[src/rtl/ypm_pkg.sv]
// Shared types and constants of the YUV 4:2:0 PSNR meter.
package ypm_pkg;

  localparam int unsigned CNT_W = 48;  // sample count into the PSNR unit
  localparam int unsigned DVD_W = 48;  // dividend of the mean divider
  localparam int unsigned DVS_W = 24;  // divisor of the mean divider
  localparam logic [31:0] K_DB_Q24 = 32'd50504453;  // 10*log10(2) in Q24

  localparam logic [1:0] CFG_WIDTH  = 2'd0;
  localparam logic [1:0] CFG_HEIGHT = 2'd1;
  localparam logic [1:0] CFG_PEAK   = 2'd2;

  localparam logic OP_SAMPLE = 1'b0;
  localparam logic OP_FINISH = 1'b1;

  typedef enum logic [3:0] {
    M_IDLE, M_MUL_LO, M_MUL_HI, M_SUM, M_NORM, M_SQ, M_SQ_ADJ,
    M_MUL_K, M_ROUND, M_DIV, M_DONE
  } math_state_e;

  typedef enum logic [2:0] {
    T_RUN, T_PLANE_CALC, T_PLANE_EMIT, T_FIN_START, T_FIN_PSNR,
    T_FIN_DIVGO, T_FIN_DIV, T_FIN_EMIT
  } top_state_e;

  typedef struct packed {
    logic             start;
    logic             div;
    logic [15:0]      peak;
    logic [CNT_W-1:0] count;
    logic [63:0]      den;
    logic [DVD_W-1:0] dvd;
    logic [DVS_W-1:0] dvs;
  } math_req_t;

  typedef struct packed {
    logic        done;
    logic [15:0] result;
  } math_rsp_t;

  typedef struct packed {
    logic [1:0]  plane;
    logic        is_summary;
    logic [63:0] error_sum;
    logic [15:0] psnr_q8;
    logic [15:0] mean_psnr_q8;
    logic [15:0] frame_number;
    logic        zero_error;
    logic        no_frames;
    logic        last;
  } out_item_t;

endpackage

[src/rtl/ypm_math.sv]
// Shared multiplier sequencer: PSNR from log2 by squaring, and mean divider.
module ypm_math (
  input  logic               clk_i,
  input  logic               rst_ni,
  input  ypm_pkg::math_req_t req_i,
  output ypm_pkg::math_rsp_t rsp_o
);

  ypm_pkg::math_state_e st_q, st_d;

  logic [15:0] peak_q;
  logic [ypm_pkg::CNT_W-1:0] cnt_q;
  logic [63:0] den_q, x_q, acc_q, prod_q, prod_d;
  logic [5:0]  e_q, it_q;
  logic [30:0] m_q;
  logic [23:0] frac_q;
  logic        sel_q;
  logic [29:0] ln_q, diff_q;
  logic [24:0] rem_q;
  logic [ypm_pkg::DVS_W-1:0] dvs_q;
  logic [15:0] res_q;

  logic [31:0] mul_a, mul_b;
  logic [31:0] mm;
  logic [23:0] frac_n;
  logic [29:0] lg_n;
  logic [63:0] num;
  logic [63:0] rnd;
  logic [24:0] rs;
  logic        ge;

  always_comb begin
    mul_a = '0;
    mul_b = '0;
    unique case (st_q)
      ypm_pkg::M_MUL_LO: begin
        mul_a = {16'd0, peak_q};
        mul_b = {8'd0, cnt_q[23:0]};
      end
      ypm_pkg::M_MUL_HI: begin
        mul_a = {16'd0, peak_q};
        mul_b = {8'd0, cnt_q[47:24]};
      end
      ypm_pkg::M_SQ: begin
        mul_a = {1'b0, m_q};
        mul_b = {1'b0, m_q};
      end
      ypm_pkg::M_MUL_K: begin
        mul_a = {2'd0, diff_q};
        mul_b = ypm_pkg::K_DB_Q24;
      end
      default: ;
    endcase
    prod_d = mul_a * mul_b;
  end

  assign mm     = prod_q[61:30];
  assign frac_n = {frac_q[22:0], mm[31]};
  assign lg_n   = {e_q, frac_n};
  assign num    = acc_q + (prod_q << 24);
  assign rnd    = prod_q + 64'h0000_0080_0000_0000;
  assign rs     = {rem_q[23:0], x_q[47]};
  assign ge     = rs >= {1'b0, dvs_q};

  always_comb begin
    st_d = st_q;
    unique case (st_q)
      ypm_pkg::M_IDLE:
        if (req_i.start) st_d = req_i.div ? ypm_pkg::M_DIV : ypm_pkg::M_MUL_LO;
      ypm_pkg::M_MUL_LO: st_d = ypm_pkg::M_MUL_HI;
      ypm_pkg::M_MUL_HI: st_d = ypm_pkg::M_SUM;
      ypm_pkg::M_SUM:    st_d = (num == '0) ? ypm_pkg::M_DONE : ypm_pkg::M_NORM;
      ypm_pkg::M_NORM:   if (x_q[63]) st_d = ypm_pkg::M_SQ;
      ypm_pkg::M_SQ:     st_d = ypm_pkg::M_SQ_ADJ;
      ypm_pkg::M_SQ_ADJ: begin
        if (it_q != 6'd23) st_d = ypm_pkg::M_SQ;
        else if (!sel_q) st_d = ypm_pkg::M_NORM;
        else st_d = (ln_q <= lg_n) ? ypm_pkg::M_DONE : ypm_pkg::M_MUL_K;
      end
      ypm_pkg::M_MUL_K:  st_d = ypm_pkg::M_ROUND;
      ypm_pkg::M_ROUND:  st_d = ypm_pkg::M_DONE;
      ypm_pkg::M_DIV:    if (it_q == 6'd47) st_d = ypm_pkg::M_DONE;
      ypm_pkg::M_DONE:   st_d = ypm_pkg::M_IDLE;
      default:           st_d = ypm_pkg::M_IDLE;
    endcase
  end

  always_ff @(posedge clk_i or negedge rst_ni) begin
    if (!rst_ni) begin
      st_q <= ypm_pkg::M_IDLE;
    end else begin
      st_q <= st_d;
    end
  end

  always_ff @(posedge clk_i) begin
    prod_q <= prod_d;
    unique case (st_q)
      ypm_pkg::M_IDLE: begin
        peak_q <= req_i.peak;
        cnt_q  <= req_i.count;
        den_q  <= req_i.den;
        dvs_q  <= req_i.dvs;
        x_q    <= {16'd0, req_i.dvd};
        rem_q  <= '0;
        it_q   <= '0;
        sel_q  <= 1'b0;
        res_q  <= '0;
      end
      ypm_pkg::M_MUL_HI: acc_q <= prod_q;
      ypm_pkg::M_SUM: begin
        x_q <= num;
        e_q <= 6'd63;
      end
      ypm_pkg::M_NORM: begin
        if (x_q[63]) begin
          m_q    <= x_q[63:33];
          frac_q <= '0;
          it_q   <= '0;
        end else begin
          x_q <= x_q << 1;
          e_q <= e_q - 6'd1;
        end
      end
      ypm_pkg::M_SQ_ADJ: begin
        frac_q <= frac_n;
        m_q    <= mm[31] ? mm[31:1] : mm[30:0];
        it_q   <= it_q + 6'd1;
        if (it_q == 6'd23) begin
          if (!sel_q) begin
            ln_q  <= lg_n;
            x_q   <= den_q;
            e_q   <= 6'd63;
            sel_q <= 1'b1;
          end else begin
            diff_q <= ln_q - lg_n;
          end
        end
      end
      ypm_pkg::M_ROUND: res_q <= (|rnd[63:56]) ? 16'hFFFF : rnd[55:40];
      ypm_pkg::M_DIV: begin
        rem_q <= ge ? rs - {1'b0, dvs_q} : rs;
        x_q   <= {x_q[62:0], ge};
        it_q  <= it_q + 6'd1;
        if (it_q == 6'd47) res_q <= {x_q[14:0], ge};
      end
      default: ;
    endcase
  end

  assign rsp_o.done   = (st_q == ypm_pkg::M_DONE);
  assign rsp_o.result = res_q;

endmodule

[config.mk]
export PLATFORM = sky130hd
export DESIGN_NAME = ypm_math
export DESIGN_NICKNAME = d
export VERILOG_FILES = /design/src/rtl/ypm_pkg.sv /design/src/rtl/ypm_math.sv
export SDC_FILE = /design/constraint.sdc
export NUM_CORES = 2
export LEC_CHECK = 0
export BUFFER_PORTS_ARGS = -buffer_cell sky130_fd_sc_hd__buf_2
export CORE_ASPECT_RATIO = 1.75
export CORE_MARGIN = 4
export CORE_UTILIZATION = 45
export DETAILED_ROUTE_END_ITERATION = 8
export PLACE_DENSITY = 0.71
export SYNTH_ARGS = -nofsm -noshare
export SYNTH_HDL_FRONTEND = slang
export SYNTH_SLANG_ARGS = --single-unit
[constraint.sdc]
create_clock -name clk_i -period 27.4 [get_ports clk_i]
set_input_delay 2.74 -clock clk_i [delete_from_list [all_inputs] [get_ports clk_i]]
set_output_delay 2.74 -clock clk_i [all_outputs]
set_load 0.01 [all_outputs]
### Word level (Yosys, flattened, before mapping)

Index checks and enable logic that the tools add are counted.

* bits in registers: 515

* add/subtract/negate cells: 6
* multipliers: 1
* $lt $le $gt $ge: 2
* equal/unequal tests: 19
* multiplexer cells: 33
* bitwise logic cells: 1
* reductions and logical operators: 22

Operators with widths (count)
* case mux 64 bit (5 select lines): 1
* two-way mux 64 bit: 3
* case mux 31 bit (4 select lines): 1
* case mux 31 bit (3 select lines): 1
* adder 64 x 40 -> 64 bit, second input constant: 1
* adder 64 bit: 1
* logical NOT 64 bit: 1
* multiplier 32 x 32 -> 64 bit: 1
* two-way mux 31 bit: 2
* case mux 31 bit (2 select lines): 1
* case mux 16 bit (3 select lines): 1
* case mux 24 bit (2 select lines): 1
* case mux 23 bit (2 select lines): 1
* case mux 4 bit (10 select lines): 1
* case mux 6 bit (3 select lines): 2
* two-way mux 16 bit: 2
* two-way mux 4 bit: 8
* less-or-equal comparator 30 bit: 1
* subtractor 30 bit: 1
* >= comparator 25 x 24 -> 1 bit: 1
* two-way mux 24 bit: 1
* two-way mux 6 bit: 4
* subtractor 24 bit: 1
* two-way mux 23 bit: 1
* 22 further kinds: 45

### Depth between registers and ports, before layout

* depth in word-level cells: 5
* depth in mapped cells: 38

### Least setup slack after synthesis

No wires, ideal clock.

* path kind: register to register
* start point: reg st_q[0]
* end point: reg prod_q[63]
* library setup time: 0.116 ns
* data arrival time: 10.483 ns
* required time: 27.284 ns
* setup slack: 16.801 ns
* stages on the path, launching flop included: 32
* period minus slack after synthesis: 10.599 ns
* cells stage by stage: dfrtp_1 clkbuf_1 nand2b_1 nor3_1 clkbuf_1 a21oi_1 clkbuf_1 buf_1 nor2_1 fa_1 fa_1 inv_1 fa_1 fa_1 inv_1 fa_1 fa_1 fa_1 fa_1 ha_1 clkbuf_1 a21o_1 o21bai_1 nor2_1 nand2_1 o21ai_0 o21ai_0 a211oi_1 o21ai_0 a221oi_1 nand3_1 o211a_1

* word-level cells in the longest chain between the ends: 4
* elaborated cells on any way between the ends: 8
* those cells by class: 1 x mul; 4 x eq/ne; 2 x mux; 1 x reduce/logical

Ends and longest elaborated chain
* start, declared: line ypm_math.sv:9 `ypm_pkg::math_state_e st_q, st_d;`
* start signal, assigned: line ypm_math.sv:90 `st_q <= ypm_pkg::M_IDLE;`
* start signal, assigned: line ypm_math.sv:92 `st_q <= st_d;`
* == test 4 x 2 -> 1 bit / == test 4 x 1 -> 1 bit (equally long branches): line ypm_math.sv:35 `unique case (st_q)`
* OR reduction 2 bit (no source line)
* case mux 31 bit (3 select lines): line ypm_math.sv:35
* multiplier 32 x 32 -> 64 bit *: line ypm_math.sv:54 `prod_d = mul_a * mul_b;`
* named net prod_d[63]: line ypm_math.sv:13 `logic [63:0] den_q, x_q, acc_q, prod_q, prod_d;`
* end signal, assigned: line ypm_math.sv:97 `prod_q <= prod_d;`
* end, declared: line ypm_math.sv:13

The timed path passes the listed nets; every way through them passes the cells marked *.
A chain may end at the register's enable or synchronous reset.

### Final worst setup path

* start point: reg st_q[2]
* end point: reg prod_q[63]

The elaborated chain is that of the path after synthesis.

==> reports/results.txt <==
Outcome - finished with violations
Failing checks - capacitance limit, slew limit
Prevailing post-synth register cell - edfxtp_1
Synthesized flop and latch total - 515
Htree depth - 2
Warnings, synthesis - 0
Yosys top cell area share - 30.8%
Hpwl dp - 158000 um
WP buf/inv - 7
Comb power frac - 69.6%
GPL Wtd Cong - 1.06
Cell taking the most area after synthesis - fa_1
Area Growth Syn to Fin - 8.61%
Synthesized area - 54800 sq um
Simple-gate share of the synthesized area - 13.3%
CP Max Fanout - 44
Synth Area in Compound Gates - 8.96%
Cell count after synthesis - 5589
Peak per-stage delay on the critical path - 1.08 ns
Worst hold stages - 0
Endpoint class of the critical path - flip-flop
Endpoints failing hold - 0
Final #Nets - 7095
Setup bufs post-CTS - 0
Die Y - 470 um
Syn Nets - 6996
Int Pwr - 0.00335 W
CTS resizes - 0
CTS tree - yes
Clock Power Share - 10.5%
Largest net degree at the start of global routing - 91
Max-Cap Viols - 1
Final setup vio count - 0
Switching power - 0.00398 W
Global-route wire length before repair - 293000 um
Fin crit share - 41.9%
Multiplexer area fraction after synthesis - 0.731%
First drt pass iteration count - 8
WHS Endpoint - ln_q[20]$_DFFE_PP_
Setup crit start kind - flip-flop
Synth async-reset ratio - 0.777%
Max Root-Sink Buffers - 3
Switching Share - 54.3%
Register area share after synthesis - 27.0%
Routed len/inst - 27.3 um
Place WS - 16.17 ns
Root buffer cell - clkbuf_16
Post-synth EDFFs - 447
Most used cell, CP - fa_1
Adder-Cell Fraction of Synth Area - 39.0%
Cts hold-fix bufs - 0
GR Overflow Total - 0
Routed via count - 43.0k
Clk_skew - 0.0700 ns
Post-route DRC violation count - 0
GR met2 Demand/Resource - 53.6%
Total track usage - 31.4%
Crit path max-delay family - adder cells
Clock latency on the worst-skew pair - 0.67 ns
Kind of critical path - flip-flop to flip-flop
Clock buffer count from CTS - 50
Hold crit path type - flip-flop to flip-flop
Met3 Use GR - 5.49%
CP max-delay cell - nor2_4
Initial antenna violation count - 11
Yosys cell types - 94
Max frequency - 0.0871 GHz
Flop pwr share - 19.9%
Vias per inst - 5.84
Most used routing layer - met2
Clock slew seen by the registers of the worst setup and hold paths - 0.07 ns
DIE AREA - 128000 sq um
Worst-Margin Slew - 1.52 ns
Layout Cells excl Fill - 7359
Largest family of logic cells by synthesized area - adder cells
Drt total wl - 201000 um
Max Slew Vio Count - 19
Slew margin rel. - -1.26%
Placed cells - 7259
Number of core rows - 169
Critical R2R Launch - st_q[2]$_DFFE_PN0P_
Min Tclk post-route - 11.48 ns
Final WS setup - 15.92 ns
Met1 usage - 34.1%
Die width - 272 um
Core box area - 121000 sq um
Number of global-route vias before repair - 45.6k
HP Start - frac_q[19]$_SDFFCE_PN0P_
Layout cells sized above 1 - 8.13%
DRT antenna net count - 0
Detailed Route Iter0 Violations - 3957
Initial core utilization - 45.2%
Avg Cell Area, Syn - 9.80 sq um
Pwr dens - 123 nW/um^2
Setup TNS - 0 ns
IO Port Bufs - 220
Clk sinks - 515
Post-synthesis xor/xnor area fraction - 2.45%
Maximum vdd drop - 103 uV
RSZ-0062 raised after global routing - no
Worst r2r path cells - 32
Worst R2R Setup Slack - 15.92 ns
IO Pins - 221
Total power - 0.00733 W
FF-to-FF End - prod_q[63]$_DFF_P_
Worst EP required - 27.94 ns
Pleak - 27.3 nW
Top cells by area, synth - fa_1 31%, edfxtp_1 24%, ha_1 8.2%, inv_1 6.5%, nor2_1 4.9%
Crit path DAT - 12.02 ns
==> final cells by class <==
cell class / instances / area (sq um)
sequential: 515 / 14800
fill: 11180 / 61700
antenna: 5 / 12.5
multi-input combinational: 3854 / 35400
clock inverter: 32 / 479
tap: 1624 / 2030
timing repair buffer: 321 / 1880
inverter: 946 / 3560
clock buffer: 62 / 1350
==> per-stage QoR <==
step / area (sq um) / hold slack [ns] / utilization, %
finish: 59500 / 0.440 / 49.1
global route: 59500 / 0.462 / 49.1
global placement: 57600 / 0.428 / 47.6
CTS: 59500 / 0.444 / 49.1
floorplan: 54800 / 0.406 / -
detailed placement: 57600 / 0.432 / 47.6
==> cell families after synthesis <==
group	Yosys count
buffers and inverters	1220
XOR/XNOR	153
multiplexers	40
adder cells (fa/ha/maj)	1203
AND/OR/NAND/NOR	1726
flip-flops	515
AO/OA/AOI/OAI	732
==> power by group through the flow <==
stage / logic [W] / clock network (W) / registers, W
6_report: 0.00510 / 0.000772 / 0.00146
5_1_grt: 0.00549 / 0.000813 / 0.00147
4_1_cts: 0.00500 / 0.000784 / 0.00145
3_5_place_dp: 0.00491 / 0 / 0.00146
3_3_place_gp: 0.00489 / 0 / 0.00146
2_1_floorplan: 0.00314 / 0 / 0.00136
==> cell usage in the layout (no fill, tap or decap), types with 13 or more instances in the layout <==
cell type / netlist / routed
inv_1: 944 / 942
fa_1: 842 / 842
nor2_1: 714 / 712
nand2_1: 667 / 664
edfxtp_1: 447 / 447
ha_1: 361 / 361
buf_2: 4 / 220
a21oi_1: 219 / 217
o21ai_0: 117 / 117
xnor2_1: 100 / 100
buf_4: 1 / 100
a21o_1: 96 / 96
nand3_1: 77 / 75
dfxtp_1: 64 / 63
xor2_1: 53 / 53
clkbuf_16: 0 / 51
and3_1: 47 / 45
nor3_1: 49 / 45
mux2i_1: 40 / 40
a221oi_1: 39 / 39
a222oi_1: 35 / 35
and2_1: 35 / 34
a31oi_1: 31 / 31
a22oi_1: 27 / 27
o21bai_1: 23 / 23
a211oi_1: 23 / 22
nand4_1: 22 / 22
nand2b_1: 21 / 21
nor2b_1: 18 / 18
or2_2: 16 / 16
o21a_1: 17 / 16
and4_1: 14 / 14
or3_1: 14 / 14
o211ai_1: 13 / 13
==> sequential cells by signal (all words and copies together) (netlist names) <==
register  count
diff_q       30
it_q          6
acc_q        64
ln_q         30
sel_q         1
den_q        64
dvs_q        24
frac_q       23
prod_q       64
m_q          31
x_q          64
peak_q       16
rem_q        24
res_q        16
cnt_q        48
e_q           6
st_q          4
==> worst max path at each step <==
| stage | start | to | cells past startpoint |
|---|---|---|---|
| 6_report | st_q[2]$_DFFE_PN0P_ | prod_q[63]$_DFF_P_ | 32 |
| 2_1_floorplan | st_q[0]$_DFFE_PN0P_ | prod_q[63]$_DFF_P_ | 31 |
| 3_5_place_dp | st_q[2]$_DFFE_PN0P_ | prod_q[63]$_DFF_P_ | 32 |
| 4_1_cts | st_q[2]$_DFFE_PN0P_ | prod_q[63]$_DFF_P_ | 32 |
| 5_1_grt | st_q[2]$_DFFE_PN0P_ | prod_q[63]$_DFF_P_ | 32 |
| 3_3_place_gp | st_q[2]$_DFFE_PN0P_ | prod_q[63]$_DFF_P_ | 32 |
==> Yosys cell counts (5+ instances only) <==
| library cell | instances |
|---|---|
| and2_1 | 35 |
| a311oi_1 | 5 |
| and3_1 | 47 |
| edfxtp_1 | 447 |
| nor3_1 | 49 |
| mux2i_1 | 40 |
| o31ai_1 | 6 |
| nand2_1 | 667 |
| nor4_1 | 11 |
| a222oi_1 | 35 |
| a21o_1 | 96 |
| a31oi_1 | 31 |
| nor2_1 | 714 |
| clkbuf_1 | 241 |
| nor2b_1 | 18 |
| nand3_1 | 77 |
| or2_2 | 16 |
| o211ai_1 | 13 |
| o21ai_1 | 8 |
| and4_1 | 14 |
| o41ai_1 | 5 |
| a211oi_1 | 23 |
| dfxtp_1 | 64 |
| a2111oi_0 | 8 |
| o21bai_1 | 23 |
| a21boi_0 | 9 |
| ha_1 | 361 |
| a22oi_1 | 27 |
| a21oi_1 | 219 |
| a221oi_1 | 39 |
| buf_1 | 16 |
| fa_1 | 842 |
| o21ai_0 | 117 |
| xnor2_1 | 100 |
| xor2_1 | 53 |
| inv_1 | 944 |
| or3_1 | 14 |
| o21a_1 | 17 |
| nand4_1 | 22 |
| nand2b_1 | 21 |
==> layer usage <==
metal	up-vias	share of wire, %
met1	21355	32
met2	2490	49
met5	-	0.027
met4	2	10
met3	957	8.2
li1	18149	-
Note: power is estimated with default switching activity, not from simulation.
